[src/hw/rtl/erm_pkg.sv]
package erm_pkg;

    localparam int ANGLE_BITS_DEF = 16;
    localparam int FRAC_BITS_DEF  = 14;

    localparam int CORDIC_STAGES = 30;
    localparam int LANES         = 3;
    localparam int CW            = 34;

    localparam logic signed [CW-1:0] CORDIC_GAIN_Q30 = 34'sd652032874;

    localparam logic [31:0] ATAN_TURN32 [CORDIC_STAGES] = '{
        32'h20000000, 32'h12E4051E, 32'h09FB385B, 32'h051111D4, 32'h028B0D43,
        32'h0145D7E1, 32'h00A2F61E, 32'h00517C55, 32'h0028BE53, 32'h00145F2F,
        32'h000A2F98, 32'h000517CC, 32'h00028BE6, 32'h000145F3, 32'h0000A2FA,
        32'h0000517D, 32'h000028BE, 32'h0000145F, 32'h00000A30, 32'h00000518,
        32'h0000028C, 32'h00000146, 32'h000000A3, 32'h00000051, 32'h00000029,
        32'h00000014, 32'h0000000A, 32'h00000005, 32'h00000003, 32'h00000001
    };

    typedef struct packed {
        logic                 flip;
        logic signed [CW-1:0] x;
        logic signed [CW-1:0] y;
        logic signed [CW-1:0] z;
    } lane_t;

endpackage

[src/hw/rtl/erm_cordic_cell.sv]
module erm_cordic_cell #(
    parameter int STAGE = 0
) (
    input  logic                                  aclk,
    input  logic                                  aresetn,
    input  logic                                  en,
    input  logic                                  valid_in,
    input  erm_pkg::lane_t [erm_pkg::LANES-1:0]   lane_in,
    output logic                                  valid_out,
    output erm_pkg::lane_t [erm_pkg::LANES-1:0]   lane_out
);

    localparam logic signed [erm_pkg::CW-1:0] ATAN =
        $signed({2'b00, erm_pkg::ATAN_TURN32[STAGE]});

    logic                                valid_reg;
    erm_pkg::lane_t [erm_pkg::LANES-1:0] lane_reg;
    erm_pkg::lane_t [erm_pkg::LANES-1:0] lane_next;

    always_comb begin
        logic signed [erm_pkg::CW-1:0] dx;
        logic signed [erm_pkg::CW-1:0] dy;
        lane_next = lane_in;
        for (int k = 0; k < erm_pkg::LANES; k++) begin
            dx = $signed(lane_in[k].y) >>> STAGE;
            dy = $signed(lane_in[k].x) >>> STAGE;
            if (!lane_in[k].z[erm_pkg::CW-1]) begin
                lane_next[k].x = lane_in[k].x - dx;
                lane_next[k].y = lane_in[k].y + dy;
                lane_next[k].z = lane_in[k].z - ATAN;
            end else begin
                lane_next[k].x = lane_in[k].x + dx;
                lane_next[k].y = lane_in[k].y - dy;
                lane_next[k].z = lane_in[k].z + ATAN;
            end
        end
    end

    always_ff @(posedge aclk) begin
        if (!aresetn) begin
            valid_reg <= 1'b0;
        end else if (en) begin
            valid_reg <= valid_in;
        end
    end

    always_ff @(posedge aclk) begin
        if (en) begin
            lane_reg <= lane_next;
        end
    end

    assign valid_out = valid_reg;
    assign lane_out  = lane_reg;

endmodule

[config.mk]
export PLATFORM = sky130hd
export DESIGN_NAME = erm_cordic_cell
export DESIGN_NICKNAME = d
export VERILOG_FILES = /design/src/hw/rtl/erm_pkg.sv /design/src/hw/rtl/erm_cordic_cell.sv
export SDC_FILE = /design/constraint.sdc
export NUM_CORES = 1
export LEC_CHECK = 0
export BUFFER_PORTS_ARGS = -buffer_cell sky130_fd_sc_hd__buf_2
export CAP_MARGIN = 20
export CORE_AREA = 8 8 236 238
export DETAILED_ROUTE_END_ITERATION = 12
export DIE_AREA = 0 0 244 246
export PLACE_DENSITY = 0.87
export SKIP_LAST_GASP = 1
export SLEW_MARGIN = 20
export SYNTH_ARGS = -nofsm -noshare
export SYNTH_HDL_FRONTEND = slang
export SYNTH_SLANG_ARGS = --single-unit
[constraint.sdc]
create_clock -name aclk -period 3.5 [get_ports aclk]
set_input_delay 0.35 -clock aclk [delete_from_list [all_inputs] [get_ports aclk]]
set_output_delay 0.35 -clock aclk [all_outputs]
set_load 0.02 [all_outputs]
---- Word level (Yosys, flattened, before mapping) ----
Cells that the tools add are included.
storage, ports and cells
  word-level logic and storage cells ...... 31
  output and inout port bits .............. 310
  register bits after elaboration ......... 310
operators by class
  add/subtract/negate cells ............... 15
  multiplexer cells ....................... 3
operators with widths
  cell                                                                   count
  102-bit 2-to-1 mux                                                     3
  34-bit subtractor                                                      6
  34-bit by 31-bit adder with 34-bit output, second input constant       3
  34-bit adder                                                           3
  34-bit by 31-bit subtractor with 34-bit output, second input constant  3

---- Depth between registers and ports, before layout ----
  depth in word-level cells ............... 2
  mapped depth ............................ 14
  gate-level depth less buffers ........... 13

---- Least setup slack after synthesis ----
Ideal clock, no wire load.
  kind .................................... input to register
  start point ............................. input lane_in[240] (netlist bit)
  end point ............................... register lane_reg (netlist bit lane_out[292]) (data pin)
  library setup time ...................... 268 ps
  stages on the path ...................... 12
  path buffers ............................ 0
  data required time ...................... 3,232 ps
  arrival time ............................ 2,800 ps
  slack ................................... 432 ps
  cell sequence ........................... ha_1 > fa_1 > nor2b_1 > o21ai_1 > a211oi_1 > or4_4 > a21oi_2 > o311ai_1 > a211o_1 > a21oi_1 > a21oi_1 > xnor2_1
RTL lines
  what                    RTL line               text
  start: declaration      erm_cordic_cell.sv:8   input erm_pkg::lane_t [erm_pkg::LANES-1:0] lane_in,
  end signal: assignment  erm_cordic_cell.sv:49  lane_reg <= lane_next;
  end: declaration        erm_cordic_cell.sv:17  erm_pkg::lane_t [erm_pkg::LANES-1:0] lane_reg;

==> results.tsv <==
metric	value	unit
outcome	finished clean	
Root Buffer	clkbuf_16	
Max-cap violations	0	
Clock Latency Late Sink	0.56	ns
final layout net count	4380	
gr ovfl total	0	
Setup Viol. Count Final	0	
vias post-DR	26600	
Post-Place Setup Slack	-0.0898	ns
Crit. End Element	flop	
P&R area growth vs syn	26.2	%
Layout fillers	4254	
DRC	0	
ys async rst share	0	%
RR Endpoint	valid_out$_SDFFE_PN0P_	
Seq pwr share	34.8	%
DP HPWL	77700	um
Clock power frac	27.3	%
routability cong.	1.01	
Pins Over Slew Limit	0	
Clk pin slew, worst setup/hold paths	0.06	ns
hold crit path type	input port to flop	
reg2reg path depth	2	
Pre-Repair DR Iteration Count	9	
cell count after synthesis	2955	
worst-margin pin slew	0.985	ns
global-route wire length before repair	148000	um
Worst Hold Path Cells	1	
average wire per standard cell	22.1	um
final hold violations	0	
worst r2r src	valid_out$_SDFFE_PN0P_	
Worst slew margin	34.3	%
final instance area	0.0335	mm2
ys flop type	edfxtp_1	
Int Power	8.98	mW
Comb pwr share	37.8	%
flop2flop setup slack	2.89	ns
hold_sp	lane_in[220]	
Worst Path Required	3.78	ns
WHS Endpoint	lane_out[220]$_DFFE_PP_	
Die Area	0.0600	mm2
number of synthesized flops with an enable pin	306	
met2 WL	46500	um
# IOs	623	
initial DRC count	3117	
area of the multi-input gates	0.0156	mm2
Cells after DPL	4312	
vias in the first global route	25600	
Register Area	0.00921	mm2
initial antenna violation count	25	
Synth Net Count	3586	
die height	246	um
Syn. warnings	0	
TritonCTS buffer count	36	
Core Area	0.0520	mm2
unrepaired setup endpoints after global routing	false	
Max Fclk	0.314	GHz
highest routed layer	met5	
power density over cell area	423	mW/mm2
number of H-tree levels	2	
VDD IR max	0.364	mV
Worst setup SP type	input port	
layout cells sized above 1	23.9	%
CTS Sinks	307	
Mean Syn Cell Area	8.97	um2
period utilization	91.1	%
Finished Layout Cells	4484	
largest net degree at the start of global routing	85	
Vias/cell	5.93	
Crit Path Category	input port to flop	
Rows	84	
buffer count from post-CTS setup fixing	0	
Lkg Pwr	15.4	nW
minimum clock period	3.19	ns
total wire length	98900	um
Switching Share	36.6	%
crit path DAT	3.47	ns
Post-CTS Resized	0	
#FFs+latches synth	307	
Starting Density	51.0	%
setup ws final	0.313	ns
Netlist cell types	88	
met1 WL	36000	um
TNS Setup	0	ns
clock buffer depth	3	
dpl cell area	0.0314	mm2
post-synthesis sequential area ratio	34.7	%
Clock Skews	0	ns
die outline width	244	um
CTS tree	done	
sw power	5.18	mW
Antenna Violating Nets Remaining	0	
post-layout power	14.2	mW
Critical Path Fanout Max	3	
DR WL met3	11200	um
GRT Total Usage	31.0	%
I/O Buffers	622	
Post-Syn Area	0.0265	mm2
-- cell families (layout without fill, tap and decap cells) --
logic type / count (synthesis) / after routing / share of synthesized area [%]
other: 0 / 19 / 0
buffers and inverters: 451 / 1273 / 6.60
xor gates and xnor gates: 201 / 201 / 6.64
muxes: 51 / 51 / 1.93
DFF: 307 / 307 / 34.7
and+or+nand+nor: 644 / 644 / 11.5
AOI/OAI and AO/OA: 983 / 983 / 23.3
adders and majority gates: 318 / 318 / 15.3
-- through the flow --
stage	util [%]	hold slack, ns
after floorplan	-	0.449
after global routing	64.3	0.00346
after CTS	64.2	0.00374
after detailed placement	60.3	0.517
final	64.3	0.0282
after global placement	60.3	0.495
-- cell type report --
type / count / share of cell area, %
Multi-Input combinational cell: 2197 / 46.5
Antenna cell: 19 / 0.142
Sequential cell: 307 / 27.5
Clock inverter: 23 / 0.673
Tap cell: 688 / 2.57
Inverter: 315 / 3.53
Clock buffer: 43 / 2.86
Timing Repair Buffer: 892 / 16.2
-- synthesized netlist by cell type (25+ instances only) --
master	n	area share, %
a21o_1	76	2.2
nand2b_1	25	0.59
o21ai_0	193	3.6
nand4_1	28	0.66
clkbuf_1	84	1.2
ha_1	306	14
nand3_1	28	0.53
a211oi_1	34	0.96
a21oi_1	369	7.0
xor2_1	35	1.2
o31ai_1	28	0.79
xnor2_1	166	5.5
nand2_1	147	2.1
nor2_1	219	3.1
edfxtp_1	306	35
nor3_1	67	1.3
nor2b_1	39	0.92
mux2i_1	50	1.9
o21a_1	32	0.91
o21bai_1	63	1.8
inv_1	305	4.3
-- repair_timing --
action | 4_1_cts | 5_1_grt
hold endpoints to repair | 87 | 0
setup endpoints to repair | 0 | 0
hold buffers | 87 | 0
-- critical path, cell delays in order --
cell      delay (ns)
buf_2           0.13
ha_1            0.23
fa_1            0.44
nor2b_1         0.18
o211ai_1        0.28
a31oi_1         0.17
o22ai_1         0.34
o21ai_1         0.17
a31oi_1         0.22
o21bai_1        0.13
a311o_1         0.40
o31ai_1         0.30
xor2_1          0.13
-- state kept, by name, indices dropped and copies added, names as in the netlist --
register	count
lane_out	306
valid_out	1
-- power groups by stage --
| stage | clock [mW] | combinational (mW) | sequential, mW |
|---|---|---|---|
| global placement | 0 | 5.09 | 4.98 |
| floorplan | 0 | 2.45 | 5.64 |
| global route | 4.06 | 5.71 | 4.97 |
| finish | 3.87 | 5.36 | 4.93 |
| CTS | 3.92 | 5.26 | 4.93 |
| detailed placement | 0 | 5.13 | 4.99 |
-- routing by layer --
layer | up-vias | track usage (%)
met3 | 330 | 7.81
met4 | 14 | 13.8
met5 | - | 0
li1 | 12200 | -
met2 | 1725 | 52.0
met1 | 12400 | 37.5
-- layout by cell type (no fill, tap or decap), types with 12 or more instances in the layout --
master and n:
a211oi_1 34, a21o_1 76, a21oi_1 369, a31oi_1 24
buf_2 621, buf_4 179, clkbuf_16 37, clkinv_1 14
diode_2 19, dlygate4sd3_1 87, edfxtp_1 306, fa_1 12
ha_1 306, inv_1 305, mux2i_1 50, nand2_1 147
nand2b_1 25, nand3_1 28, nand4_1 28, nor2_1 219
nor2b_1 39, nor3_1 67, nor4_1 16, o211ai_1 23
o21a_1 32, o21ai_0 193, o21ai_1 19, o21bai_1 63
o31ai_1 28, or3_1 16, xnor2_1 166, xor2_1 35
-- how the worst max path moves through the flow --
stage	start	end	slack [ns]
finish	lane_in[34]	lane_out[100]$_DFFE_PP_	0.31
global route	lane_in[151]	lane_out[163]$_DFFE_PP_	0.23
CTS	lane_in[34]	lane_out[100]$_DFFE_PP_	0.47
detailed placement	lane_in[34]	lane_out[100]$_DFFE_PP_	-0.09
global placement	lane_in[34]	lane_out[100]$_DFFE_PP_	0.02
floorplan	lane_in[240]	lane_out[292]$_DFFE_PP_	0.43
No activity file was read; power rests on OpenSTA's default activity.
